[src/sv/fra_pkg.sv]
// shared types, codes and constants for the fenced ring allocator
// no dependencies; every other file but fra_ram imports this package
package fra_pkg;

  localparam int SEG_SLOTS_DEF = 16;
  localparam int ADDR_BITS     = 20;
  localparam int RING_W        = 21;
  localparam int OFFS_W        = 20;
  localparam int SLOT_ID_W     = 4;
  localparam int REQ_TYPE_W    = 2;
  localparam int STATUS_W      = 3;
  localparam int SEG_START_W   = (ADDR_BITS < RING_W) ? ADDR_BITS : RING_W;

  // largest usable ring, as a value one bit wider than the ring register
  localparam logic [RING_W:0] RING_CAP = (ADDR_BITS < RING_W) ?
      ((RING_W + 1)'(1) << ADDR_BITS) : ((RING_W + 1)'(1) << RING_W);
  localparam logic [RING_W-1:0] RING_RESET = RING_W'(65536);

  localparam logic [REQ_TYPE_W-1:0] REQ_RESERVE = REQ_TYPE_W'(0);
  localparam logic [REQ_TYPE_W-1:0] REQ_INSERT  = REQ_TYPE_W'(1);
  localparam logic [REQ_TYPE_W-1:0] REQ_SIGNAL  = REQ_TYPE_W'(2);

  typedef enum logic [STATUS_W-1:0] {
    STS_OK         = 3'd0,
    STS_ZERO_SIZE  = 3'd1,
    STS_NO_SPACE   = 3'd2,
    STS_NO_CONTIG  = 3'd3,
    STS_QUEUE_FULL = 3'd4,
    STS_NOT_LIVE   = 3'd5
  } status_t;

  typedef enum logic [2:0] {
    OP_RESERVE,
    OP_ZERO,
    OP_INSERT,
    OP_SIGNAL,
    OP_BAD
  } op_t;

  typedef struct packed {
    op_t                    op;
    logic [RING_W-1:0]      bytes;
    logic [SLOT_ID_W-1:0]   slot;
    logic                   slot_in_range;
  } cmd_t;

  typedef struct packed {
    logic                start;
    logic [RING_W:0]     value;
    logic [RING_W-1:0]   modulus;
  } mod_req_t;

  typedef enum logic [2:0] {
    B_IDLE,
    B_EXEC,
    B_RET_EVAL,
    B_RET_WAIT,
    B_RETRY,
    B_MOD,
    B_PUT
  } back_state_t;

endpackage

[src/sv/fra_ram.sv]
// generic single write port ram with registered read
// no dependencies
module fra_ram #(
  parameter int WIDTH = 8,
  parameter int DEPTH = 16
) (
  input  logic                     clk,
  input  logic                     we,
  input  logic [$clog2(DEPTH)-1:0] waddr,
  input  logic [WIDTH-1:0]         wdata,
  input  logic [$clog2(DEPTH)-1:0] raddr,
  output logic [WIDTH-1:0]         rdata
);

  logic [WIDTH-1:0] mem [DEPTH];

  always_ff @(posedge clk) begin
    if (we) begin
      mem[waddr] <= wdata;
    end
    rdata <= mem[raddr];
  end

endmodule

[src/sv/fra_front.sv]
// front end: classifies request beats and holds them in a two-entry queue
// depends on fra_pkg
module fra_front import fra_pkg::*; #(
  parameter int SEG_SLOTS = SEG_SLOTS_DEF
) (
  input  logic                  clk,
  input  logic                  rst,
  input  logic                  req_valid,
  output logic                  req_stall,
  input  logic [REQ_TYPE_W-1:0] req_type,
  input  logic [RING_W-1:0]     req_bytes,
  input  logic [SLOT_ID_W-1:0]  slot_id,
  output logic                  cmd_valid,
  output cmd_t                  cmd,
  input  logic                  cmd_pop
);

  cmd_t       cls;
  cmd_t       q [2];
  logic       wp;
  logic       rp;
  logic [1:0] cnt;
  logic       push;

  // classify the incoming beat
  always_comb begin
    cls.bytes         = req_bytes;
    cls.slot          = slot_id;
    cls.slot_in_range = (32'(slot_id) < SEG_SLOTS);
    unique case (req_type)
      REQ_RESERVE: cls.op = (req_bytes == '0) ? OP_ZERO : OP_RESERVE;
      REQ_INSERT:  cls.op = OP_INSERT;
      REQ_SIGNAL:  cls.op = OP_SIGNAL;
      default:     cls.op = OP_BAD;
    endcase
  end

  assign req_stall = (cnt == 2'd2);
  assign push      = req_valid && !req_stall;
  assign cmd_valid = (cnt != 2'd0);
  assign cmd       = q[rp];

  always_ff @(posedge clk) begin
    if (push) begin
      q[wp] <= cls;
    end
  end

  always_ff @(posedge clk) begin
    if (rst) begin
      wp  <= 1'b0;
      rp  <= 1'b0;
      cnt <= 2'd0;
    end else begin
      if (push) begin
        wp <= ~wp;
      end
      if (cmd_pop) begin
        rp <= ~rp;
      end
      unique case ({push, cmd_pop})
        2'b10:   cnt <= cnt + 2'd1;
        2'b01:   cnt <= cnt - 2'd1;
        default: cnt <= cnt;
      endcase
    end
  end

endmodule

[src/sv/fra_mod.sv]
// bit-serial remainder unit, one quotient bit per cycle
// depends on fra_pkg
module fra_mod import fra_pkg::*; (
  input  logic              clk,
  input  logic              rst,
  input  mod_req_t          req,
  output logic              done,
  output logic [RING_W-1:0] rem
);

  localparam int STEPS = RING_W + 1;
  localparam int CW    = $clog2(STEPS + 1);

  logic [RING_W:0]   val;
  logic [RING_W-1:0] modulus;
  logic [CW-1:0]     cnt;
  logic              busy;
  logic [RING_W:0]   trial;
  logic [RING_W:0]   diff;
  logic [RING_W-1:0] rem_next;

  always_comb begin
    trial = {rem, val[RING_W]};
    diff  = trial - {1'b0, modulus};
    if (trial >= {1'b0, modulus}) begin
      rem_next = diff[RING_W-1:0];
    end else begin
      rem_next = trial[RING_W-1:0];
    end
  end

  always_ff @(posedge clk) begin
    if (req.start) begin
      val     <= req.value;
      modulus <= req.modulus;
      rem     <= '0;
    end else if (busy) begin
      val <= val << 1;
      rem <= rem_next;
    end
  end

  always_ff @(posedge clk) begin
    if (rst) begin
      busy <= 1'b0;
      cnt  <= '0;
      done <= 1'b0;
    end else if (req.start) begin
      busy <= 1'b1;
      cnt  <= CW'(STEPS);
      done <= 1'b0;
    end else if (busy) begin
      cnt  <= cnt - CW'(1);
      busy <= (cnt != CW'(1));
      done <= (cnt == CW'(1));
    end else begin
      done <= 1'b0;
    end
  end

endmodule

[src/sv/fra_back.sv]
// back end: executes classified commands against the ring and segment queue
// depends on fra_pkg, fra_ram and fra_mod
module fra_back import fra_pkg::*; #(
  parameter int SEG_SLOTS = SEG_SLOTS_DEF
) (
  input  logic                 clk,
  input  logic                 rst,
  input  logic                 cfg_we,
  input  logic [RING_W-1:0]    cfg_wdata,
  input  logic                 cmd_valid,
  input  cmd_t                 cmd,
  output logic                 cmd_pop,
  output logic                 rsp_valid,
  input  logic                 rsp_stall,
  output logic                 ok,
  output logic [STATUS_W-1:0]  status,
  output logic [OFFS_W-1:0]    alloc_offset,
  output logic [SLOT_ID_W-1:0] alloc_slot,
  output logic [RING_W-1:0]    used_bytes
);

  localparam int SLOT_W = $clog2(SEG_SLOTS);
  localparam int CNT_W  = $clog2(SEG_SLOTS + 1);
  localparam int SEG_W  = SEG_START_W + RING_W;

  function automatic logic [RING_W-1:0] cap_ring(input logic [RING_W-1:0] v);
    if ({1'b0, v} > RING_CAP) begin
      return RING_CAP[RING_W-1:0];
    end
    return v;
  endfunction

  back_state_t state, state_next;

  logic [RING_W-1:0] ring_eff;
  logic [RING_W-1:0] head;
  logic [RING_W-1:0] tail;
  logic [RING_W-1:0] used;
  logic [SLOT_W-1:0] rd_ptr;
  logic [SLOT_W-1:0] wr_ptr;
  logic [CNT_W-1:0]  count;

  cmd_t                 cur;
  logic                 res_ok;
  status_t              res_status;
  logic [OFFS_W-1:0]    res_offs;
  logic [SLOT_ID_W-1:0] res_slot;
  logic                 wrap_to_tail;

  // segment memories
  logic             seg_we;
  logic [SEG_W-1:0] seg_wdata;
  logic [SEG_W-1:0] seg_rdata;
  logic             ins_we;
  logic             ins_wd;
  logic             ins_rd;
  logic             sig_we;
  logic             sig_wd;
  logic             sig_rd;
  logic [SLOT_W-1:0] flag_addr;

  logic [RING_W-1:0]      rd_start;
  logic [RING_W-1:0]      rd_len;
  logic [31:0]            slot_wide;
  logic [31:0]            wr_wide;
  logic [SLOT_W-1:0]      slot_idx;
  logic [SLOT_W:0]        slot_dist;
  logic                   live;

  logic [RING_W-1:0] free_sp;
  logic [RING_W-1:0] contig;
  logic              tail_ge_head;
  logic              fit_tail;
  logic              fits;
  logic [RING_W-1:0] where;
  logic              full;
  logic              first_ok;
  logic              do_place;
  logic              retire_blocked;
  logic              do_retire;

  logic [RING_W:0]   wrap_v;
  logic [RING_W:0]   wrap_diff;
  logic [RING_W:0]   ring_ext;
  logic              wrap_fast;
  logic [RING_W-1:0] wrap_val;

  mod_req_t          mod_req;
  logic              mod_done;
  logic [RING_W-1:0] mod_rem;
  logic              out_free;

  fra_ram #(.WIDTH(SEG_W), .DEPTH(SEG_SLOTS)) u_seg_ram (
    .clk   (clk),
    .we    (seg_we),
    .waddr (wr_ptr),
    .wdata (seg_wdata),
    .raddr (rd_ptr),
    .rdata (seg_rdata)
  );

  fra_ram #(.WIDTH(1), .DEPTH(SEG_SLOTS)) u_ins_ram (
    .clk   (clk),
    .we    (ins_we),
    .waddr (flag_addr),
    .wdata (ins_wd),
    .raddr (rd_ptr),
    .rdata (ins_rd)
  );

  fra_ram #(.WIDTH(1), .DEPTH(SEG_SLOTS)) u_sig_ram (
    .clk   (clk),
    .we    (sig_we),
    .waddr (flag_addr),
    .wdata (sig_wd),
    .raddr (rd_ptr),
    .rdata (sig_rd)
  );

  fra_mod u_mod (
    .clk  (clk),
    .rst  (rst),
    .req  (mod_req),
    .done (mod_done),
    .rem  (mod_rem)
  );

  assign rd_start  = RING_W'(seg_rdata[SEG_W-1:RING_W]);
  assign rd_len    = seg_rdata[RING_W-1:0];
  assign seg_wdata = {where[SEG_START_W-1:0], cur.bytes};
  assign slot_wide = 32'(cur.slot);
  assign slot_idx  = slot_wide[SLOT_W-1:0];
  assign wr_wide   = 32'(wr_ptr);
  assign out_free  = !rsp_valid || !rsp_stall;

  // slot liveness: distance from the read pointer below the fill count
  always_comb begin
    if (slot_idx >= rd_ptr) begin
      slot_dist = {1'b0, slot_idx} - {1'b0, rd_ptr};
    end else begin
      slot_dist = {1'b0, slot_idx} + (SLOT_W + 1)'(SEG_SLOTS) - {1'b0, rd_ptr};
    end
    live = cur.slot_in_range && (32'(slot_dist) < 32'(count));
  end

  // placement decision from the current ring state
  always_comb begin
    free_sp      = (used >= ring_eff) ? '0 : ring_eff - used;
    tail_ge_head = (tail >= head);
    if (tail_ge_head) begin
      contig = (tail >= ring_eff) ? '0 : ring_eff - tail;
    end else begin
      contig = head - tail;
    end
    fit_tail = (contig >= cur.bytes);
    fits     = (free_sp >= cur.bytes) &&
               (fit_tail || (tail_ge_head && head >= cur.bytes));
    where    = fit_tail ? tail : '0;
    full     = (count == CNT_W'(SEG_SLOTS));
    first_ok = !full && fits;
    do_place = ((state == B_EXEC) && (cur.op == OP_RESERVE) && first_ok) ||
               ((state == B_RETRY) && fits && !full);
    retire_blocked = (count == '0) || (ins_rd && !sig_rd);
    do_retire      = (state == B_RET_EVAL) && !retire_blocked;
  end

  // offset wrap; fast when the value is below twice the ring
  always_comb begin
    if (do_retire) begin
      wrap_v = {1'b0, rd_start} + {1'b0, rd_len};
    end else begin
      wrap_v = {1'b0, where} + {1'b0, cur.bytes};
    end
    ring_ext  = {1'b0, ring_eff};
    wrap_diff = wrap_v - ring_ext;
    wrap_fast = 1'b1;
    wrap_val  = '0;
    if (ring_eff == '0) begin
      wrap_val = '0;
    end else if (wrap_v < ring_ext) begin
      wrap_val = wrap_v[RING_W-1:0];
    end else if (wrap_diff < ring_ext) begin
      wrap_val = wrap_diff[RING_W-1:0];
    end else begin
      wrap_fast = 1'b0;
    end
  end

  // next state
  always_comb begin
    state_next = state;
    unique case (state)
      B_IDLE: begin
        if (cmd_valid) begin
          state_next = B_EXEC;
        end
      end
      B_EXEC: begin
        if (cur.op == OP_RESERVE) begin
          if (first_ok) begin
            state_next = wrap_fast ? B_PUT : B_MOD;
          end else begin
            state_next = B_RET_EVAL;
          end
        end else begin
          state_next = B_PUT;
        end
      end
      B_RET_EVAL: begin
        if (retire_blocked) begin
          state_next = B_RETRY;
        end else begin
          state_next = wrap_fast ? B_RET_WAIT : B_MOD;
        end
      end
      B_RET_WAIT: state_next = B_RET_EVAL;
      B_RETRY: begin
        if (do_place && !wrap_fast) begin
          state_next = B_MOD;
        end else begin
          state_next = B_PUT;
        end
      end
      B_MOD: begin
        if (mod_done) begin
          state_next = wrap_to_tail ? B_PUT : B_RET_WAIT;
        end
      end
      B_PUT: begin
        if (out_free) begin
          state_next = B_IDLE;
        end
      end
      default: state_next = B_IDLE;
    endcase
  end

  // strobes
  always_comb begin
    cmd_pop   = (state == B_IDLE) && cmd_valid;
    seg_we    = do_place;
    flag_addr = do_place ? wr_ptr : slot_idx;
    ins_we    = do_place || ((state == B_EXEC) && (cur.op == OP_INSERT) && live);
    sig_we    = do_place || ((state == B_EXEC) && (cur.op == OP_SIGNAL) && live);
    ins_wd    = !do_place;
    sig_wd    = !do_place;
    mod_req.start   = (do_place || do_retire) && !wrap_fast;
    mod_req.value   = wrap_v;
    mod_req.modulus = ring_eff;
  end

  // control and ring state
  always_ff @(posedge clk) begin
    if (rst) begin
      state     <= B_IDLE;
      ring_eff  <= cap_ring(RING_RESET);
      head      <= '0;
      tail      <= '0;
      used      <= '0;
      rd_ptr    <= '0;
      wr_ptr    <= '0;
      count     <= '0;
      rsp_valid <= 1'b0;
    end else begin
      state <= state_next;
      if (cfg_we) begin
        ring_eff <= cap_ring(cfg_wdata);
      end
      if (do_place) begin
        wr_ptr <= (wr_ptr == SLOT_W'(SEG_SLOTS - 1)) ? '0 : wr_ptr + SLOT_W'(1);
        count  <= count + CNT_W'(1);
        used   <= used + cur.bytes;
        if (wrap_fast) begin
          tail <= wrap_val;
        end
      end
      if (do_retire) begin
        used   <= (used >= rd_len) ? used - rd_len : '0;
        rd_ptr <= (rd_ptr == SLOT_W'(SEG_SLOTS - 1)) ? '0 : rd_ptr + SLOT_W'(1);
        count  <= count - CNT_W'(1);
        if (wrap_fast) begin
          head <= wrap_val;
        end
      end
      if ((state == B_RET_EVAL) && (count == '0)) begin
        head <= '0;
        tail <= '0;
      end
      if ((state == B_MOD) && mod_done) begin
        if (wrap_to_tail) begin
          tail <= mod_rem;
        end else begin
          head <= mod_rem;
        end
      end
      if ((state == B_PUT) && out_free) begin
        rsp_valid <= 1'b1;
      end else if (rsp_valid && !rsp_stall) begin
        rsp_valid <= 1'b0;
      end
    end
  end

  // command and result payload
  always_ff @(posedge clk) begin
    if (cmd_pop) begin
      cur <= cmd;
    end
    if (do_place) begin
      wrap_to_tail <= 1'b1;
    end else if (do_retire) begin
      wrap_to_tail <= 1'b0;
    end
    if (do_place) begin
      res_ok     <= 1'b1;
      res_status <= STS_OK;
      res_offs   <= where[OFFS_W-1:0];
      res_slot   <= wr_wide[SLOT_ID_W-1:0];
    end else if (state == B_EXEC) begin
      res_offs <= '0;
      res_slot <= '0;
      unique case (cur.op)
        OP_ZERO: begin
          res_ok     <= 1'b0;
          res_status <= STS_ZERO_SIZE;
        end
        OP_INSERT, OP_SIGNAL: begin
          res_ok     <= live;
          res_status <= live ? STS_OK : STS_NOT_LIVE;
        end
        default: begin
          res_ok     <= 1'b0;
          res_status <= STS_NOT_LIVE;
        end
      endcase
    end else if (state == B_RETRY) begin
      res_ok   <= 1'b0;
      res_offs <= '0;
      res_slot <= '0;
      priority if (free_sp < cur.bytes) begin
        res_status <= STS_NO_SPACE;
      end else if (!fits) begin
        res_status <= STS_NO_CONTIG;
      end else begin
        res_status <= STS_QUEUE_FULL;
      end
    end
    if ((state == B_PUT) && out_free) begin
      ok           <= res_ok;
      status       <= res_status;
      alloc_offset <= res_offs;
      alloc_slot   <= res_slot;
      used_bytes   <= used;
    end
  end

endmodule

[src/sv/fenced_ring_allocator.sv]
// path: a request beat goes through the front queue, then the back end states idle, exec
//   and put, then the result register; a miss adds the retire loop (ret_eval and ret_wait
//   per retired segment, memory read) and a retry, and a wrap past twice the ring (only
//   after a shrink) adds the bit-serial remainder; one command is in the back end at a time
// reset: synchronous, clears offsets, pointers, counts and sets the ring to
//   65536 bytes; the segment memories are not cleared
module fenced_ring_allocator import fra_pkg::*; #(
  parameter int SEG_SLOTS = SEG_SLOTS_DEF
) (
  input  logic                  clk,
  input  logic                  rst,
  // configuration: ring size in bytes
  input  logic                  cfg_we,
  input  logic [RING_W-1:0]     cfg_wdata,
  // request channel
  input  logic                  req_valid,
  output logic                  req_stall,
  input  logic [REQ_TYPE_W-1:0] req_type,
  input  logic [RING_W-1:0]     req_bytes,
  input  logic [SLOT_ID_W-1:0]  slot_id,
  // result channel
  output logic                  rsp_valid,
  input  logic                  rsp_stall,
  output logic                  ok,
  output logic [STATUS_W-1:0]   status,
  output logic [OFFS_W-1:0]     alloc_offset,
  output logic [SLOT_ID_W-1:0]  alloc_slot,
  output logic [RING_W-1:0]     used_bytes
);

  // front classifies each request beat (reserve, zero size, fence insert,
  // fence signal, unknown) and parks it in a two-entry queue, so a new beat
  // is taken while the back end still works or while a result waits
  logic cmd_valid;
  logic cmd_pop;
  cmd_t cmd;

  fra_front #(.SEG_SLOTS(SEG_SLOTS)) u_front (
    .clk       (clk),
    .rst       (rst),
    .req_valid (req_valid),
    .req_stall (req_stall),
    .req_type  (req_type),
    .req_bytes (req_bytes),
    .slot_id   (slot_id),
    .cmd_valid (cmd_valid),
    .cmd       (cmd),
    .cmd_pop   (cmd_pop)
  );

  // back end holds the ring offsets and the segment fifo; a reserve that
  // misses retires finished segments from the head one at a time, then
  // tries once more; the result sits in an output register until taken
  fra_back #(.SEG_SLOTS(SEG_SLOTS)) u_back (
    .clk          (clk),
    .rst          (rst),
    .cfg_we       (cfg_we),
    .cfg_wdata    (cfg_wdata),
    .cmd_valid    (cmd_valid),
    .cmd          (cmd),
    .cmd_pop      (cmd_pop),
    .rsp_valid    (rsp_valid),
    .rsp_stall    (rsp_stall),
    .ok           (ok),
    .status       (status),
    .alloc_offset (alloc_offset),
    .alloc_slot   (alloc_slot),
    .used_bytes   (used_bytes)
  );

`ifndef SYNTHESIS
  // the back end never pops an empty queue
  a_pop_needs_cmd: assert property (@(posedge clk) disable iff (rst)
    cmd_pop |-> cmd_valid)
    else $error("command popped from empty queue");

  // success and status agree on every result beat
  a_ok_status: assert property (@(posedge clk) disable iff (rst)
    (rsp_valid && ok) |-> (status == STS_OK))
    else $error("ok result with failure status");

  a_fail_status: assert property (@(posedge clk) disable iff (rst)
    (rsp_valid && !ok) |-> (status != STS_OK))
    else $error("failed result with ok status");

  // a nonzero offset only comes from a placed segment
  a_offset_on_ok: assert property (@(posedge clk) disable iff (rst)
    (rsp_valid && (alloc_offset != '0)) |-> ok)
    else $error("offset reported on a failed request");
`endif

endmodule

[config.mk]
export PLATFORM = sky130hd
export DESIGN_NAME = fenced_ring_allocator
export DESIGN_NICKNAME = d
export VERILOG_FILES = /design/src/sv/fra_pkg.sv /design/src/sv/fra_ram.sv /design/src/sv/fra_front.sv /design/src/sv/fra_mod.sv /design/src/sv/fra_back.sv /design/src/sv/fenced_ring_allocator.sv
export SDC_FILE = /design/constraint.sdc
export NUM_CORES = 2
export LEC_CHECK = 0
export ABC_AREA = 1
export BUFFER_PORTS_ARGS = -buffer_cell sky130_fd_sc_hd__buf_4
export CAP_MARGIN = 20
export CORE_ASPECT_RATIO = 1.2
export CORE_MARGIN = 2
export CORE_UTILIZATION = 55
export CTS_BUF_LIST = sky130_fd_sc_hd__clkbuf_4
export DETAILED_ROUTE_END_ITERATION = 6
export PLACE_DENSITY = 0.71
export SYNTH_ARGS = -nofsm -noshare
export SYNTH_HDL_FRONTEND = slang
export SYNTH_HIERARCHICAL = 1
export SYNTH_SLANG_ARGS = --single-unit
[constraint.sdc]
create_clock -name clk -period 28.1 [get_ports clk]
set_input_delay 5.62 -clock clk [delete_from_list [all_inputs] [get_ports clk]]
set_output_delay 5.62 -clock clk [all_outputs]
set_load 0.02 [all_outputs]
Word-level counts from Yosys, hierarchy flattened
Memory sizes are Yosys's and may differ from the RTL's. A register that Yosys moved wholly into a read port is not among the register bits.
Index checks and enable logic that the tools add are counted.

storage, ports and cells
  memory bits (read-only) = 0
  register bits after elaboration = 255
  input port bits = 53
  logic and storage cells = 227
  memories kept = 4
  latch bits = 0
  memory bits (writable) = 744
  output and inout bits = 51

cells by class
  multipliers = 0
  eq/ne operators = 22
  reductions and logical operators = 54
  div/mod/pow operators = 0
  order comparisons = 14
  shift operators = 0
  bitwise logic cells = 3
  add/sub/neg operators = 19
  multiplexer cells = 81

memory list
  memory                depth  width  read ports  clocked after memory_dff  write ports  line             RTL
  u_back.u_seg_ram.mem  16     41     1           1                         1            fra_ram.sv:15    logic [WIDTH-1:0] mem [DEPTH];
  u_front.q             2      28     1           1                         1            fra_front.sv:19  cmd_t q [2];
  u_back.u_ins_ram.mem  16     1      1           1                         1            fra_ram.sv:15
  u_back.u_sig_ram.mem  16     1      1           1                         1            fra_ram.sv:15

operator list
  operator                                                               count
  21-bit 2-to-1 mux                                                      23
  21-bit >= comparator                                                   7
  21-bit subtractor                                                      5
  22-bit 2-to-1 mux                                                      3
  20-bit 2-to-1 mux                                                      3
  22-bit by 21-bit less-than comparator with 1-bit output                2
  21-bit logical NOT                                                     2
  3-bit 2-to-1 mux                                                       13
  5-bit 2-to-1 mux                                                       5
  4-bit 2-to-1 mux                                                       6
  20-bit by 21-bit adder with 22-bit output                              1
  21-bit by 21-bit adder with 22-bit output                              1
  22-bit by 21-bit >= comparator with 1-bit output                       1
  1-bit logical AND                                                      22
  1-bit 2-to-1 mux                                                       22
  22-bit by 21-bit subtractor with 22-bit output                         1
  21-bit adder                                                           1
  21-bit greater-than comparator, second input constant                  1
  21-bit less-than comparator                                            1
  3-bit one-hot mux with 7 select lines                                  1
  3-bit by 2-bit equality test with 1-bit output, second input constant  4
  2-bit nonzero test                                                     6
  5-bit by 1-bit subtractor with 5-bit output, second input constant     2
  3-bit equality test, second input constant                             3
  32 further kinds                                                       57

Logic depth before layout (Yosys ltp)
  depth after elaboration = 17
  mapped depth = 72
  mapped depth without buffers = 70

Cells and area by module
The synthesis kept the hierarchy.

by module, submodules not included
  module                      seq. area each (µm²)  area each (µm²)  cells an instance  times used
  fra_ram (u_back.u_seg_ram)  20519.7               29100.4          2708               1
  fra_back                    5185.0                20348.3          2946               1
  fra_mod                     1851.8                4367.9           597                1
  fra_front                   1781.7                2489.9           149                1
  fra_ram (u_back.u_ins_ram)  500.5                 849.6            94                 1
  fra_ram (u_back.u_sig_ram)  500.5                 847.1            96                 1

Worst setup path after synthesis
OpenSTA, ideal clock, no wires.

  path type = reg-to-reg
  start point = register u_back.ring_eff[0]
  end point = register u_back.u_mod.val[0], enable pin
  path buffers = 3
  arrival time = 10.000 ns
  slack = 17.704 ns
  stages on the path, launching flop included = 67
  required time = 27.704 ns
  clock period less this slack = 10.396 ns
  library setup time = 0.396 ns
  path through = dfxtp_1 inv_1 ha_1 inv_1 fa_1 nand2_1 nand2_1 a21oi_1 o21ai_0 a21boi_0 o21ai_0 a21oi_1 xnor2_1 nand3_1 o21ai_0 ha_1 inv_1 nor3_1 [31 not listed] nand2_1 nor2_1 inv_1 nor2_1 nand2_1 nand2_1 nand2_1 nand2_1 nand2_1 nand2_1 nand2_1 nand3_4 nand2_4 nor2_1 clkbuf_1 nor2_1 inv_1 clkbuf_1

RTL lines
  element                   line             RTL
  start: declaration        fra_back.sv:35   logic [RING_W-1:0] ring_eff;
  start signal: assignment  fra_back.sv:256  ring_eff <= cap_ring(RING_RESET);
  start signal: assignment  fra_back.sv:267  ring_eff <= cap_ring(cfg_wdata);
  end signal: assignment    fra_mod.sv:34    val <= req.value;
  end signal: assignment    fra_mod.sv:38    val <= val << 1;
  end: declaration          fra_mod.sv:14    logic [RING_W:0] val;

==> impl_metrics.toml <==
[run_status]
status = "complete, no violations"

[sta]
final-setup-viol-count = 0
timing.final.crit_share = 0.428
slew_viol_final = 0
hold_viol_final = 0
worst_slack_ns = 16.08
tightestPinTransition_ns = 1.23
slew_headroom = 0.177
setup_tns_ns = 0
final.setup_skew_ns = 0.154
clock.fmax_ghz = 0.0832
layout_min_cycle_time_ns = 12.02
holdWs_ns = 0.386
rsz0062_at_grt = "no"

[pwr]
max-vdd-ir-drop_v = 0.0000490
p_leak_nw = 28.6
swShare = 0.376
p_int_mw = 3.04
p_switching_mw = 1.83
p_clk_frac = 0.275
seq_power_share = 0.403
pwr-share-comb = 0.321
p_per_area_nw_per_um2 = 76.9

[clock_network]
cts_root_buffer = "clkbuf_4"
cts_buffer_depth = 4
clk_latency_ns = 1.32
cts_resized = 0
clock_sink_count = 1071
tritoncts = "built"
htreeDepth = 5
clk_pin_slew_ns = 0.07
cts_hold_buffers = 0
cts_setup_buffers = 0
cts_buffers = 287

[flow_run]
cap_violations = 0

[die]
core-area_um2 = 105000
pin_count = 104
die_y_um = 360
rows = 130
start_util = 0.555
fp.dieW_um = 300
dieArea_um2 = 108000

[final_layout]
nFillCells = 9069
area.growth.synth_to_final_pct = 9.33
num-nets-final = 7187
drive_gt1_frac = 0.106

[critical_path]
critPathMaxFanout = 47
worst_ep_arrival_time_ns = 12.96
cp_slowest_cell = "dfxtp_1"
crit_type = "register to register"
worstSetupStartpointType = "register"
setup.worst_path.end_class = "register"
cp_common_cell = "nand2_1"
slowest_delay_ns = 0.72
cp.required_ns = 29.05

[placed_design]
dp_slack_ns = 16.48
port_buffers = 103
dp_hpwl_um = 126000
gp_congestion = 1.04

[synthesis]
ys_seq_area_frac = 0.523
synthFlopType = "edfxtp_1"
synth-edff-count = 889
yosysWarnings = 6
synth-seq-cells = 1071
synth_top_cells_by_area = "edfxtp_1 (46%), nand2_1 (12%), inv_1 (6.5%), dfxtp_1 (6.3%), ha_1 (6.2%)"
yosysTopAreaCell = "edfxtp_1"
synthCells = 6590
netlist.area_leader.share = 0.460
syn_nets = 6943
yosys.cell_types.count = 68
async_reset_ff_frac = 0
synth_area_um2 = 58000
syn_area_per_cell_um2 = 8.80

[route]
drt-pass1-iter-count = 6
ant_nets = 0
drt_first_iter_violations = 5132
routedWlPerCell_um = 22.2
vias = 47400
vias_per_cell = 5.62
drt_wl_total_um = 187000
drc = 0

[global_route]
grt_use_total = 0.343
antenna_found_initial = 8
overflow = 0
grt_pass1_wl_um = 275000
grt_pass1_vias = 45500
grt_max_degree = 173

[min_path]
min_path_type = "register to register"
## final cells by class
type | instances | area (um^2) | area share
antenna | 8 | 20.0 | 0.000316
multi-input combinational | 4269 | 22500 | 0.356
timing repair buffer | 175 | 1370 | 0.0217
clock buffer | 413 | 3100 | 0.0489
clock inverter | 80 | 390 | 0.00616
inverter | 1030 | 3900 | 0.0615
tap | 1386 | 1730 | 0.0273
sequential | 1071 | 30400 | 0.479
## synth_stat cells, drive strengths merged, types with 13 or more instances
| master | instances |
|---|---|
| nand2 | 1822 |
| inv | 1025 |
| edfxtp | 889 |
| nand3 | 717 |
| nor2 | 394 |
| a21oi | 355 |
| ha | 289 |
| o21ai | 233 |
| dfxtp | 182 |
| buf | 162 |
| xor2 | 60 |
| clkbuf | 58 |
| xnor2 | 54 |
| nand4 | 53 |
| nor3 | 51 |
| mux2 | 28 |
| nand3b | 28 |
| a211oi | 25 |
| a31oi | 23 |
| o21bai | 19 |
| nor4 | 18 |
| a21o | 17 |
| or2 | 13 |
## cell usage in the layout (no fill, tap or decap), types with 23 or more instances in the layout
cell type / synthesis / final
nand4_1: 52 / 52
nand2_1: 1796 / 1796
clkbuf_4: 0 / 413
nand3b_1: 27 / 27
clkinv_1: 4 / 70
o21ai_1: 35 / 36
a31oi_1: 23 / 23
dfxtp_1: 182 / 177
xnor2_1: 54 / 54
buf_4: 7 / 171
nor3_1: 48 / 48
o21ai_0: 196 / 194
nand3_1: 710 / 710
a211oi_1: 25 / 25
edfxtp_1: 889 / 889
a21oi_1: 345 / 344
ha_1: 289 / 289
nor2_1: 386 / 364
inv_1: 1011 / 1009
xor2_1: 60 / 60
## critical path: cells and delay by family, from the launching register on
kind / cells / cell delay (ns)
xor gates and xnor gates: 2 / 0.36
adders and majority gates: 6 / 2.13
AOI/OAI and AO/OA: 11 / 2.40
buffers and inverters: 9 / 2.53
and+or+nand+nor: 35 / 3.58
DFF: 1 / 0.72
## logic make-up (layout without fill, tap and decap cells)
group	Yosys count	in the layout	synth area share
buffers and inverters	1250	1698	0.0910
xor gates and xnor gates	114	114	0.0172
DFF	1071	1071	0.523
and+or+nand+nor	3110	3110	0.228
adders and majority gates	300	300	0.0661
AOI/OAI and AO/OA	714	714	0.0676
other	1	9	0.0000647
muxes	30	30	0.00708
## through the flow
| stage | power [mW] | area [um^2] | std cells | utilization |
|---|---|---|---|---|
| floorplan | 2.99 | 58000 | 6590 | - |
| global placement | 3.51 | 59800 | 7927 | 0.572 |
| detailed placement | 3.53 | 59800 | 7928 | 0.572 |
| CTS | 4.87 | 63300 | 8421 | 0.606 |
| global route | 5.13 | 63400 | 8427 | 0.606 |
| finish | 4.88 | 63400 | 8432 | 0.606 |
## power groups by stage
stage	logic [mW]	clock network, mW	registers, mW
after floorplan	1.01	0	1.98
after global placement	1.51	0	2.00
after detailed placement	1.52	0	2.00
after CTS	1.53	1.37	1.97
after global routing	1.71	1.45	1.97
final	1.57	1.34	1.97
## path summary, 6_finish.rpt
check                                     from                                 to  slack, ns  depth (start not counted)
min          u_back/res_offs[14]$_SDFFCE_PP0P_  u_back/alloc_offset[14]$_DFFE_PP_       0.39                          0
max reg2reg    u_back/ring_eff[1]$_SDFFE_PP0P_     u_back/u_mod/val[21]$_DFFE_PP_      16.08                         63
max            u_back/ring_eff[1]$_SDFFE_PP0P_     u_back/u_mod/val[21]$_DFFE_PP_      16.08                         63
min reg2reg  u_back/res_offs[14]$_SDFFCE_PP0P_  u_back/alloc_offset[14]$_DFFE_PP_       0.39                          0
## layer usage
layer	up-vias	routed length (um)	track usage
met5	-	68	0
met4	4	10600	0.189
met3	456	16500	0.0665
met2	2357	87100	0.550
met1	22200	72700	0.437
li1	22400	-	-
## registers in the layout, summed over array words and instances, names as in the netlist, 16 cells and up, named ones only
name and flops:
u_back/u_mod/rem 21, u_back/ring_eff 21, u_back/alloc_offset 20, u_back/used_bytes 21, u_back/u_mod/val 22, u_back/res_offs 20, u_back/u_mod/modulus 21, u_back/used 21
u_back/cur 25, u_front/q 56, u_back/u_seg_ram/mem 656, u_back/head 21, u_back/u_ins_ram/mem 16, u_back/u_sig_ram/mem 16, u_back/tail 21, u_back/u_seg_ram/rdata 41
No activity file was read; power rests on OpenSTA's default activity.
